$ cat src/rbe_pkg.sv
`default_nettype none

package rbe_pkg;

    // Token bytes and control codes
    localparam logic [7:0] TOK_ABS       = 8'h00;
    localparam logic [7:0] TOK_ESCAPE    = 8'h80;
    localparam logic [7:0] TOK_PAD       = 8'hFE;
    localparam logic [3:0] CODE_END      = 4'd15;
    localparam logic [3:0] CODE_PAD      = 4'd14;
    localparam logic [3:0] CODE_AFIELD   = 4'd5;
    localparam logic [3:0] CODE_NAME_MAX = 4'd8;

    localparam logic [3:0] MAX_RUN  = 4'd8;
    localparam logic [2:0] LAST_BIT = 3'd7;

    // Field lengths in bits
    localparam logic [4:0] LEN_TAG   = 5'd1;
    localparam logic [4:0] LEN_TYPE  = 5'd2;
    localparam logic [4:0] LEN_CODE  = 5'd4;
    localparam logic [4:0] LEN_BYTE  = 5'd8;
    localparam logic [4:0] LEN_WORD  = 5'd16;
    localparam logic [4:0] LEN_COUNT = 5'd3;

    typedef enum logic [3:0] {
        PH_TAG,
        PH_ABS,
        PH_TYPE,
        PH_REL,
        PH_CTRL,
        PH_ATYPE,
        PH_AVAL,
        PH_LEN,
        PH_NAME
    } phase_t;

    // Token sequence raised by a completed field
    typedef enum logic [2:0] {
        SEQ_NONE,
        SEQ_ZERO,
        SEQ_ONE,
        SEQ_REL,
        SEQ_CTRL,
        SEQ_END,
        SEQ_AVAL,
        SEQ_PAD
    } seq_t;

    // Source of one emitted byte
    typedef enum logic [2:0] {
        SRC_ZERO,
        SRC_LO,
        SRC_HI,
        SRC_ATYPE,
        SRC_SPECIAL,
        SRC_PAD,
        SRC_RAW,
        SRC_CNT
    } src_t;

    typedef enum logic [1:0] {
        ST_IDLE,
        ST_STEP,
        ST_EMIT,
        ST_FLUSH
    } state_t;

    typedef struct packed {
        logic       load;
        logic       step;
        logic       emit;
        logic       flush;
        logic [2:0] bit_sel;
        src_t       src;
        logic       fin;
    } cmd_t;

    typedef struct packed {
        logic stopped;
        logic emit_ok;
        logic flush_ok;
        seq_t seq;
    } stat_t;

endpackage

`default_nettype wire

$ cat src/rbe_datapath.sv
`default_nettype none

module rbe_datapath
    import rbe_pkg::*;
(
    input  wire logic       clk,
    input  wire logic       rst_n,
    input  wire logic [7:0] in_byte,
    input  wire cmd_t       cmd,
    output stat_t           stat,
    output logic            out_valid,
    input  wire logic       out_ready,
    output logic [7:0]      out_byte,
    output logic            last_of_run,
    output logic            finished
);

    phase_t      phase_reg, phase_next;
    logic [15:0] acc_reg, acc_next;
    logic [4:0]  left_reg, left_next;
    logic [15:0] fld_reg, fld_next;
    logic [3:0]  code_reg, code_next;
    logic [1:0]  atype_reg, atype_next;
    logic [2:0]  name_reg, name_next;
    logic [7:0]  raw_reg, raw_next;
    logic        stopped_reg, stopped_next;
    logic [3:0]  run_cnt_reg, run_cnt_next;
    logic        pend_valid_reg, pend_valid_next;
    logic [7:0]  pend_byte_reg, pend_byte_next;
    logic        pend_fin_reg, pend_fin_next;
    logic        out_valid_reg, out_valid_next;
    logic [7:0]  out_byte_reg, out_byte_next;
    logic        out_last_reg, out_last_next;
    logic        out_fin_reg, out_fin_next;

    logic        cur_bit;
    logic [15:0] acc_shift;
    logic        complete;
    phase_t      nph;
    logic [4:0]  nbits;
    seq_t        seq;
    logic [2:0]  name_dec;
    logic [2:0]  cnt;
    logic [7:0]  emit_byte;
    logic        out_free;
    logic        capped;
    logic        push;
    logic        do_flush;

    always_comb
    begin
        cur_bit   = raw_reg[LAST_BIT - cmd.bit_sel];
        acc_shift = {acc_reg[14:0], cur_bit};
        complete  = (left_reg <= 5'd1);
        name_dec  = (name_reg == 3'd0) ? 3'd0 : name_reg - 3'd1;
        cnt       = cmd.bit_sel + 3'd1;

        nph        = PH_TAG;
        nbits      = LEN_TAG;
        seq        = SEQ_NONE;
        code_next  = code_reg;
        atype_next = atype_reg;
        name_next  = name_reg;
        stopped_next = stopped_reg;

        case (phase_reg)
            PH_TAG:
            begin
                if (!cur_bit)
                begin
                    seq   = SEQ_ZERO;
                    nph   = PH_ABS;
                    nbits = LEN_BYTE;
                end
                else
                begin
                    nph   = PH_TYPE;
                    nbits = LEN_TYPE;
                end
            end
            PH_ABS:
                seq = SEQ_ONE;
            PH_TYPE:
            begin
                if (acc_shift[1:0] != 2'd0)
                begin
                    atype_next = acc_shift[1:0];
                    seq        = SEQ_ONE;
                    nph        = PH_REL;
                    nbits      = LEN_WORD;
                end
                else
                begin
                    nph   = PH_CTRL;
                    nbits = LEN_CODE;
                end
            end
            PH_REL:
                seq = SEQ_REL;
            PH_CTRL:
            begin
                code_next = acc_shift[3:0];
                if (acc_shift[3:0] == CODE_END)
                begin
                    seq          = SEQ_END;
                    stopped_next = 1'b1;
                end
                else if (acc_shift[3:0] >= CODE_AFIELD)
                begin
                    seq   = SEQ_CTRL;
                    nph   = PH_ATYPE;
                    nbits = LEN_TYPE;
                end
                else
                begin
                    seq   = SEQ_CTRL;
                    nph   = PH_LEN;
                    nbits = LEN_COUNT;
                end
            end
            PH_ATYPE:
            begin
                atype_next = acc_shift[1:0];
                nph        = PH_AVAL;
                nbits      = LEN_WORD;
            end
            PH_AVAL:
            begin
                if (code_reg == CODE_PAD)
                    seq = SEQ_PAD;
                else
                begin
                    seq = SEQ_AVAL;
                    if (code_reg <= CODE_NAME_MAX)
                    begin
                        nph   = PH_LEN;
                        nbits = LEN_COUNT;
                    end
                end
            end
            PH_LEN:
            begin
                name_next = acc_shift[2:0];
                seq       = SEQ_ONE;
                if (acc_shift[2:0] != 3'd0)
                begin
                    nph   = PH_NAME;
                    nbits = LEN_BYTE;
                end
            end
            PH_NAME:
            begin
                name_next = name_dec;
                seq       = SEQ_ONE;
                if (name_dec != 3'd0)
                begin
                    nph   = PH_NAME;
                    nbits = LEN_BYTE;
                end
            end
            default:
            begin
                nph   = PH_TAG;
                nbits = LEN_TAG;
            end
        endcase

        // Field still filling: no decode, no side effects
        if (!cmd.step || !complete)
        begin
            seq          = SEQ_NONE;
            code_next    = code_reg;
            atype_next   = atype_reg;
            name_next    = name_reg;
            stopped_next = stopped_reg;
        end
    end

    always_comb
    begin
        phase_next = phase_reg;
        acc_next   = acc_reg;
        left_next  = left_reg;
        fld_next   = fld_reg;
        raw_next   = raw_reg;

        if (cmd.load)
            raw_next = in_byte;

        if (cmd.step)
        begin
            if (complete)
            begin
                phase_next = nph;
                acc_next   = 16'd0;
                left_next  = nbits;
                fld_next   = acc_shift;
            end
            else
            begin
                acc_next  = acc_shift;
                left_next = left_reg - 5'd1;
            end
        end
    end

    always_comb
    begin
        case (cmd.src)
            SRC_ZERO:    emit_byte = TOK_ABS;
            SRC_LO:      emit_byte = fld_reg[7:0];
            SRC_HI:      emit_byte = fld_reg[15:8];
            SRC_ATYPE:   emit_byte = {6'd0, atype_reg};
            SRC_SPECIAL: emit_byte = TOK_ESCAPE;
            SRC_PAD:     emit_byte = TOK_PAD;
            SRC_RAW:     emit_byte = raw_reg;
            SRC_CNT:     emit_byte = {5'd0, cnt};
            default:     emit_byte = TOK_ABS;
        endcase

        out_free = !out_valid_reg || out_ready;
        capped   = (run_cnt_reg == MAX_RUN);
        push     = cmd.emit && !capped && (!pend_valid_reg || out_free);
        do_flush = cmd.flush && pend_valid_reg && out_free;

        run_cnt_next    = run_cnt_reg;
        pend_valid_next = pend_valid_reg;
        pend_byte_next  = pend_byte_reg;
        pend_fin_next   = pend_fin_reg;
        out_valid_next  = out_valid_reg && !out_ready;
        out_byte_next   = out_byte_reg;
        out_last_next   = out_last_reg;
        out_fin_next    = out_fin_reg;

        if (cmd.load)
            run_cnt_next = 4'd0;

        // Hold the newest byte back until we know whether it ends the run
        if (push)
        begin
            run_cnt_next    = run_cnt_reg + 4'd1;
            pend_valid_next = 1'b1;
            pend_byte_next  = emit_byte;
            pend_fin_next   = cmd.fin;
            if (pend_valid_reg)
            begin
                out_valid_next = 1'b1;
                out_byte_next  = pend_byte_reg;
                out_last_next  = 1'b0;
                out_fin_next   = pend_fin_reg;
            end
        end
        else if (do_flush)
        begin
            pend_valid_next = 1'b0;
            out_valid_next  = 1'b1;
            out_byte_next   = pend_byte_reg;
            out_last_next   = 1'b1;
            out_fin_next    = pend_fin_reg;
        end
    end

    always_ff @(posedge clk or negedge rst_n)
    begin
        if (!rst_n)
        begin
            phase_reg      <= PH_TAG;
            acc_reg        <= 16'd0;
            left_reg       <= LEN_TAG;
            code_reg       <= 4'd0;
            atype_reg      <= 2'd0;
            name_reg       <= 3'd0;
            raw_reg        <= 8'd0;
            stopped_reg    <= 1'b0;
            run_cnt_reg    <= 4'd0;
            pend_valid_reg <= 1'b0;
            out_valid_reg  <= 1'b0;
        end
        else
        begin
            phase_reg      <= phase_next;
            acc_reg        <= acc_next;
            left_reg       <= left_next;
            code_reg       <= code_next;
            atype_reg      <= atype_next;
            name_reg       <= name_next;
            raw_reg        <= raw_next;
            stopped_reg    <= stopped_next;
            run_cnt_reg    <= run_cnt_next;
            pend_valid_reg <= pend_valid_next;
            out_valid_reg  <= out_valid_next;
        end
    end

    always_ff @(posedge clk)
    begin
        fld_reg       <= fld_next;
        pend_byte_reg <= pend_byte_next;
        pend_fin_reg  <= pend_fin_next;
        out_byte_reg  <= out_byte_next;
        out_last_reg  <= out_last_next;
        out_fin_reg   <= out_fin_next;
    end

    assign stat.stopped  = stopped_reg;
    assign stat.emit_ok  = capped || !pend_valid_reg || out_free;
    assign stat.flush_ok = !pend_valid_reg || out_free;
    assign stat.seq      = seq;

    assign out_valid   = out_valid_reg;
    assign out_byte    = out_byte_reg;
    assign last_of_run = out_last_reg;
    assign finished    = out_fin_reg;

    a_stop_sticky: assert property (@(posedge clk) disable iff (!rst_n)
        stopped_reg |=> stopped_reg)
        else $error("end-of-file flag cleared");

    a_cap_holds: assert property (@(posedge clk) disable iff (!rst_n)
        (capped && !cmd.load) |=> capped)
        else $error("run count moved past its limit");

    a_flush_marks_last: assert property (@(posedge clk) disable iff (!rst_n)
        do_flush |=> (out_valid_reg && out_last_reg && !pend_valid_reg))
        else $error("flushed item not marked last of run");

    a_push_keeps_pend: assert property (@(posedge clk) disable iff (!rst_n)
        push |=> (pend_valid_reg && run_cnt_reg != 4'd0))
        else $error("emitted byte lost from hold stage");

endmodule

`default_nettype wire

$ cat src/rbe_ctrl.sv
`default_nettype none

module rbe_ctrl
    import rbe_pkg::*;
(
    input  wire logic  clk,
    input  wire logic  rst_n,
    input  wire logic  in_valid,
    output logic       in_ready,
    input  wire stat_t stat,
    output cmd_t       cmd
);

    state_t     state_reg, state_next;
    logic [2:0] bit_reg, bit_next;
    seq_t       seq_reg, seq_next;
    logic [2:0] idx_reg, idx_next;

    logic [2:0] last_idx;
    src_t       src;

    function automatic logic [2:0] seq_last(input seq_t s);
        case (s)
            SEQ_REL, SEQ_CTRL, SEQ_END: seq_last = 3'd1;
            SEQ_AVAL:                   seq_last = 3'd2;
            SEQ_PAD:                    seq_last = 3'd5;
            default:                    seq_last = 3'd0;
        endcase
    endfunction

    function automatic src_t seq_src(input seq_t s, input logic [2:0] i);
        src_t r;
        r = SRC_LO;
        case (s)
            SEQ_ZERO: r = SRC_ZERO;
            SEQ_REL:  r = (i == 3'd0) ? SRC_HI : SRC_LO;
            SEQ_CTRL, SEQ_END:
                r = (i == 3'd0) ? SRC_SPECIAL : SRC_LO;
            SEQ_AVAL, SEQ_PAD:
            begin
                case (i)
                    3'd0:    r = SRC_ATYPE;
                    3'd1:    r = SRC_HI;
                    3'd2:    r = SRC_LO;
                    3'd3:    r = SRC_PAD;
                    3'd4:    r = SRC_RAW;
                    default: r = SRC_CNT;
                endcase
            end
            default:  r = SRC_LO;
        endcase
        seq_src = r;
    endfunction

    always_ff @(posedge clk or negedge rst_n)
    begin
        if (!rst_n)
        begin
            state_reg <= ST_IDLE;
            bit_reg   <= 3'd0;
            seq_reg   <= SEQ_NONE;
            idx_reg   <= 3'd0;
        end
        else
        begin
            state_reg <= state_next;
            bit_reg   <= bit_next;
            seq_reg   <= seq_next;
            idx_reg   <= idx_next;
        end
    end

    always_comb
    begin
        state_next = state_reg;
        bit_next   = bit_reg;
        seq_next   = seq_reg;
        idx_next   = idx_reg;
        in_ready   = 1'b0;
        last_idx   = seq_last(seq_reg);
        src        = seq_src(seq_reg, idx_reg);

        cmd         = '0;
        cmd.bit_sel = bit_reg;
        cmd.src     = src;

        unique case (state_reg)
            ST_IDLE:
            begin
                in_ready = 1'b1;
                // Drop items once the end-of-file code has gone out
                if (in_valid && !stat.stopped)
                begin
                    cmd.load   = 1'b1;
                    bit_next   = 3'd0;
                    state_next = ST_STEP;
                end
            end
            ST_STEP:
            begin
                cmd.step = 1'b1;
                if (stat.seq != SEQ_NONE)
                begin
                    seq_next   = stat.seq;
                    idx_next   = 3'd0;
                    state_next = ST_EMIT;
                end
                else if (bit_reg == LAST_BIT)
                    state_next = ST_FLUSH;
                else
                    bit_next = bit_reg + 3'd1;
            end
            ST_EMIT:
            begin
                cmd.emit = 1'b1;
                cmd.fin  = (seq_reg == SEQ_END) && (idx_reg == last_idx);
                if (stat.emit_ok)
                begin
                    if (idx_reg != last_idx)
                        idx_next = idx_reg + 3'd1;
                    else if (seq_reg == SEQ_END || seq_reg == SEQ_PAD)
                        state_next = ST_FLUSH;
                    else if (bit_reg == LAST_BIT)
                        state_next = ST_FLUSH;
                    else
                    begin
                        bit_next   = bit_reg + 3'd1;
                        state_next = ST_STEP;
                    end
                end
            end
            ST_FLUSH:
            begin
                cmd.flush = 1'b1;
                if (stat.flush_ok)
                    state_next = ST_IDLE;
            end
            default:
                state_next = ST_IDLE;
        endcase
    end

endmodule

`default_nettype wire

$ cat src/rel_bitstream_expander.sv
// Relocatable object bitstream expander.
// Input channel in_valid/in_ready/in_byte carries raw object file bytes; the
// bits are parsed most significant first. Output channel out_valid/out_ready
// carries out_byte with last_of_run (last token caused by that input item)
// and finished (set on the end-of-file control code token).
// An item is taken only while the sequencer is idle. Each item then has its
// bits parsed one per step (8, fewer after a padding or end-of-file code); each
// completed field raises tokens that the emitter sends one token a cycle while
// the receiver keeps up, at most six per field (from a padding code), and a
// final flush releases the last token before the next item can be taken.
// Tokens pass through a one-deep hold stage and an output register; a token
// leaves the hold stage only when the next token arrives or the item is done,
// and shows on the output the cycle after. The next input item can be taken
// while the last token still waits in the output register.
// If the receiver stalls, emission pauses with its state held; nothing is lost.
// At most eight tokens are delivered per input item; extra ones are dropped.
// After the end-of-file code every further input item is taken and ignored.
// Reset (rst_n low, asynchronous) returns the parser to expecting a tag bit,
// empties the hold and output stages and clears the end-of-file flag.
`default_nettype none

module rel_bitstream_expander
    import rbe_pkg::*;
(
    input  wire logic       clk,
    input  wire logic       rst_n,
    input  wire logic       in_valid,
    output logic            in_ready,
    input  wire logic [7:0] in_byte,
    output logic            out_valid,
    input  wire logic       out_ready,
    output logic [7:0]      out_byte,
    output logic            last_of_run,
    output logic            finished
);

    cmd_t  cmd;
    stat_t stat;

    rbe_ctrl u_ctrl (
        .clk      (clk),
        .rst_n    (rst_n),
        .in_valid (in_valid),
        .in_ready (in_ready),
        .stat     (stat),
        .cmd      (cmd)
    );

    rbe_datapath u_datapath (
        .clk         (clk),
        .rst_n       (rst_n),
        .in_byte     (in_byte),
        .cmd         (cmd),
        .stat        (stat),
        .out_valid   (out_valid),
        .out_ready   (out_ready),
        .out_byte    (out_byte),
        .last_of_run (last_of_run),
        .finished    (finished)
    );

endmodule

`default_nettype wire
$ cat config.mk
export PLATFORM = sky130hd
export DESIGN_NAME = rel_bitstream_expander
export DESIGN_NICKNAME = d
export VERILOG_FILES = /design/src/rbe_pkg.sv /design/src/rbe_datapath.sv /design/src/rbe_ctrl.sv /design/src/rel_bitstream_expander.sv
export SDC_FILE = /design/constraint.sdc
export NUM_CORES = 1
export LEC_CHECK = 0
export ABC_AREA = 1
export BUFFER_PORTS_ARGS = -buffer_cell sky130_fd_sc_hd__buf_2
export CORE_MARGIN = 2
export CORE_UTILIZATION = 30
export CTS_BUF_LIST = sky130_fd_sc_hd__clkbuf_8
export DETAILED_ROUTE_END_ITERATION = 10
export PLACE_DENSITY = 0.52
export SLEW_MARGIN = 10
export SYNTH_ARGS = -nofsm -noshare
export SYNTH_HDL_FRONTEND = slang
export SYNTH_HIERARCHICAL = 1
export SYNTH_SLANG_ARGS = --single-unit
$ cat constraint.sdc
create_clock -name clk -period 4 [get_ports clk]
set_input_delay 0.4 -clock clk [delete_from_list [all_inputs] [get_ports clk]]
set_output_delay 0.4 -clock clk [all_outputs]
set_load 0.03 [all_outputs]
# Word-level counts from Yosys, hierarchy flattened
# Cells that the tools add are included.
[op_classes]
n_addsub = 6
magnitude_cmp = 4
n_eq_ne = 45
n_mux = 80
n_bitwise = 1
reduce_logical = 49
[ops]
columns = ["operator", "count"]
rows = [
  ["$pmux 8 s8", 1],
  ["$mux 3", 14],
  ["$mux 4", 9],
  ["$pmux 5 s7", 1],
  ["$eq 3x3->1 const B", 10],
  ["$mux 2", 14],
  ["$pmux 4 s7", 1],
  ["$mux 8", 3],
  ["$mux 1", 22],
  ["$mux 5", 4],
  ["$pmux 3 s3", 2],
  ["$pmux 3 s6", 1],
  ["$eq 4x3->1 const B", 4],
  ["$eq 4x4->1 const B", 4],
  ["$eq 3x2->1 const B", 5],
  ["$mux 15", 1],
  ["$pmux 3 s5", 1],
  ["$pmux 3 s2", 2],
  ["$pmux 3 s4", 1],
  ["$reduce_bool 2->1", 6],
  ["$reduce_bool 3->1", 4],
  ["$ne 2x1->1 const B", 5],
  ["$ne 2x2->1 const B", 5],
  ["$reduce_and 2->1", 5],
  ["other kinds (33)", 60],
]
[word_totals]
register_bits = 94
input_bits = 12
output_inout_bits = 12
elab_cells = 206

# Depth between registers and ports, before layout
[depth]
ltp_word = 10
mapped_depth = 17
ltp_nobuf = 17

# Modules after synthesis
# Netlist, hierarchy kept.
[by_module_without_submodules]
columns = ["mod", "n_inst", "cells_each", "area_per_inst_um2", "seq_area_each_um2"]
rows = [
  ["rbe_datapath", 1, 395, 3823.7, 2253.4],
  ["rbe_ctrl", 1, 140, 978.4, 275.3],
]

# Worst setup path after synthesis
# No wires, ideal clock.
[synth_timing]
path_type = "reg2reg"
from = "register u_ctrl.idx_reg[0]"
to = "register u_datapath.pend_byte_reg[1], data pin"
setup_ns = 0.273
arrival_time_ns = 1.975
required_time_ns = 3.727
slack_ns = 1.752
path_stages_with_launch = 12
n_path_buf = 0
synth_period_minus_slack_ns = 2.248
cell_sequence = "dfrtp_1 -> inv_1 -> ha_1 -> inv_1 -> nor2_1 -> inv_1 -> o31ai_1 -> inv_1 -> nand2_1 -> nor2_1 -> a221oi_1 -> nand4_1"
[synth_lines]
columns = ["element", "line", "rtl"]
rows = [
  ["start, declared", "rbe_ctrl.sv:17", "logic [2:0] idx_reg, idx_next;"],
  ["start signal, assigned", "rbe_ctrl.sv:69", "idx_reg <= idx_next;"],
  ["end signal, assigned", "rbe_datapath.sv:298", "pend_byte_reg <= pend_byte_next;"],
  ["end, declared", "rbe_datapath.sv:29", "logic [7:0] pend_byte_reg, pend_byte_next;"],
]

==> reports/results.tsv <==
stage	metric	value	unit
cts	tritoncts	done	
logic_synthesis	synthesis.instances	535	
cts	cts_buffer_depth	2	
critical_path	crit_fanout	7	
logic_synthesis	post-synth-top-area-cell	dfrtp_1	
floorplan	coreArea	15800	um2
place	dp_hpwl	7610	um
global_route	grt_pass1_wl	17400	um
place	place_area	5170	um2
power	power.share.combinational	0.410	
power	post-layout-total-power	3.82	mW
sta	worst_max_slew_pin_slew	979	ps
critical_path	worstPathArrival	2800	ps
detailed_routing	detail_routed_net_length_per_standard_cell	13.1	um
place	placement.setup.worst_slack	1340	ps
detailed_routing	drt_drc_violations_left	0	
logic_synthesis	netlist_top_cells_area	dfrtp_1 (30%), edfxtp_1 (22%), nand2_1 (10%), inv_1 (5.2%), ha_1 (4.7%)	
detailed_routing	number_of_nets_still_failing_antenna_checks_after_routing	0	
outcome	outcome	finished, final reports clean	
critical_path	r2r-start	u_ctrl/idx_reg[0]	
sta	finalSetupTns	0	ps
power	sw_frac_of_total	0.435	
logic_synthesis	cell_area_after_synthesis	4800	um2
floorplan	die_w	131	um
floorplan	rows	46	
power	pwr-share-seq	0.416	
global_route	first_global_vias	3522	
critical_path	crit_path_start	u_ctrl/idx_reg[0]	
global_route	grt_overflow	0	
power	irDropWorstVdd	238	uV
detailed_routing	drt_first_pass_iters	6	
detailed_routing	number_of_drc_violations_after_detailed_routing_iteration_0	243	
critical_path	cp-start-kind	flop	
detailed_routing	route.final.wire_length	10300	um
power	power.share.clock	0.174	
place	place.gp.congestion	0.880	
sta	hold_viol	0	
hold_path	worst_hold_startpoint	in_byte[2]	
logic_synthesis	yosysSeqAreaShare	0.527	
logic_synthesis	ys_types	44	
sta	setup-violations-final	0	
sta	post_route_minimum_period	2690	ps
place	portBuffers	23	
cts	cts.root.buffer_cell	clkbuf_8	
sta	finalWorstSetupSlack	1310	ps
flow_run	maxCapViolations	0	
power	cell_internal_pwr	2.15	mW
global_route	met3_usage	0.0338	
floorplan	top_level_ports	24	
finish	antennaDiodeCount	0	
cts	clock_latency_late_sink	370	ps
detailed_routing	route.vias.total	3597	
sta	slew_headroom	0.345	
logic_synthesis	synth_largest_type_area_fraction	0.302	
sta	peak_freq	0.372	GHz
critical_path	cp_data_required_time	4110	ps
floorplan	initial_core_util	0.305	
detailed_routing	via_per_inst	4.57	
power	power.static_leakage	2.43	nW
finish	share_of_layout_cells_above_drive_strength_1	0.166	
finish	nets	596	
sta	grt_setup_unrepaired	no	
hold_path	min-delay-path-class	primary input to flop	
cts	cts.reportedPaths.clkPinSlew	100	ps
power	p_sw	1.66	mW
cts	cts-htree-levels	3	
finish	design_area	5390	um2
cts	numClockSinks	94	
global_route	grt_max_degree	39	
power	power.density_cell_area	708	nW/um2
finish	synthToLayoutAreaGrowth	12.2	%
finish	largest_reg_flops	16	
global_route	global_route.peak_usage_layer	met2	
global_route	grt.total_usage	0.130	
sta	min_period_over_period	0.673	
logic_synthesis	synth-seq-cells	94	
global_route	grt_met1_use	0.179	
sta	skew	11.5	ps
logic_synthesis	syn-num-nets	565	
floorplan	floorplan.die_area	17000	um2
critical_path	endpoint_kind	flop	
finish	fillCellCount	1671	
critical_path	crit_path_class	flop to flop	
cts	setup_repair_bufs_after_cts	0	
global_route	initial_antenna_violation_count	0	
sta	final-max-slew-violation-count	0	
sta	final_hold_slack	237	ps
global_route	use_met2	0.206	
logic_synthesis	synthesis.area_per_instance	8.98	um2
cts	cts_inserted_buffers	9	
logic_synthesis	yosysWarnings	6	
floorplan	die_h	131	um
-- power groups by stage --
stage	registers [mW]	logic [mW]	clock network, mW
6_report	1.59	1.57	0.665
3_5_place_dp	1.61	1.56	0
5_1_grt	1.63	1.78	0.743
2_1_floorplan	1.60	1.14	0
4_1_cts	1.59	1.57	0.698
3_3_place_gp	1.60	1.54	0
-- Yosys cell counts, drive strengths merged --
| cell type | count |
|---|---|
| nor3b | 1 |
| nand2 | 141 |
| a21boi | 1 |
| o211ai | 1 |
| a31oi | 1 |
| a21oi | 12 |
| a221oi | 1 |
| a221o | 1 |
| ha | 18 |
| o31ai | 3 |
| nand3b | 1 |
| nor3 | 11 |
| inv | 87 |
| dfrtp | 58 |
| o21ai | 45 |
| o21a | 1 |
| buf | 4 |
| dfstp | 1 |
| nand3 | 37 |
| clkinv | 1 |
| edfxtp | 35 |
| xnor2 | 1 |
| nand4 | 13 |
| a22oi | 3 |
| o21bai | 2 |
| a211oi | 1 |
| nor2 | 33 |
| clkbuf | 3 |
| o22ai | 15 |
| xor2 | 3 |
-- critical path: stages, from the launching register on --
cell and delay [ps]:
dfrtp_1 440, inv_1 150, ha_1 170, inv_1 60, nor2_1 150, inv_1 90, o31ai_1 450, inv_1 170
nand2_1 110, nor2_1 120, a221oi_1 380, nand4_1 130
-- what timing repair did --
action,4_1_cts,5_1_grt
setup endpoints to repair,0,0
hold buffers,1,0
resized for setup,0,0
hold endpoints to repair,3,0
-- routing by layer --
layer | part of all wire | up-vias
met5 | 0 | -
met2 | 0.45 | 60
met4 | 0.0092 | 0
met3 | 0.038 | 9
li1 | - | 1838
met1 | 0.50 | 1690
-- logic make-up after synthesis --
group,count (synthesis),synth area share
flip-flops,94,0.527
AO/OA/AOI/OAI,87,0.108
adder cells (fa/ha/maj),18,0.0469
buffers and inverters,95,0.0763
AND/OR/NAND/NOR,237,0.235
XOR/XNOR,4,0.00730
-- cells in the final DEF (no fill, tap or decap), types with 13 or more instances in the layout --
master,netlist,layout
edfxtp_1,35,35
o22ai_1,15,15
buf_2,2,23
ha_1,18,18
nand3_1,30,30
nand2_1,132,132
inv_2,21,21
o21ai_1,20,20
dfrtp_1,58,58
o21ai_0,24,24
nand4_1,13,13
inv_1,66,67
nor2_1,27,27
-- through the flow --
step	instances	utilization
4_1_cts	787	0.342
3_3_place_gp	770	0.328
3_5_place_dp	770	0.328
2_1_floorplan	535	-
6_report	787	0.342
5_1_grt	787	0.342
-- final timing paths --
| path | end | slack, ps | cells after the start |
|---|---|---|---|
| hold / removal | u_datapath/raw_reg[2] | 240 | 3 |
| setup reg to reg | u_datapath/pend_byte_reg[1] | 1310 | 11 |
| min in group asynchronous | u_datapath/phase_reg[0] | 520 | 2 |
| hold reg to reg | u_datapath/finished | 430 | 0 |
| max in group asynchronous | u_datapath/raw_reg[1] | 2570 | 3 |
| setup / recovery | u_datapath/pend_byte_reg[1] | 1310 | 11 |
-- area by class of cell --
| cell class | count | area (um2) | area share |
|---|---|---|---|
| clock buffers | 9 | 124 | 0.0230 |
| clock inverters | 7 | 81.3 | 0.0151 |
| inverters | 88 | 330 | 0.0613 |
| multi-input cells | 346 | 1910 | 0.354 |
| flip-flops and latches | 94 | 2530 | 0.469 |
| well taps | 216 | 270 | 0.0502 |
| repair buffers | 27 | 148 | 0.0274 |
No activity file was read; power rests on OpenSTA's default activity.
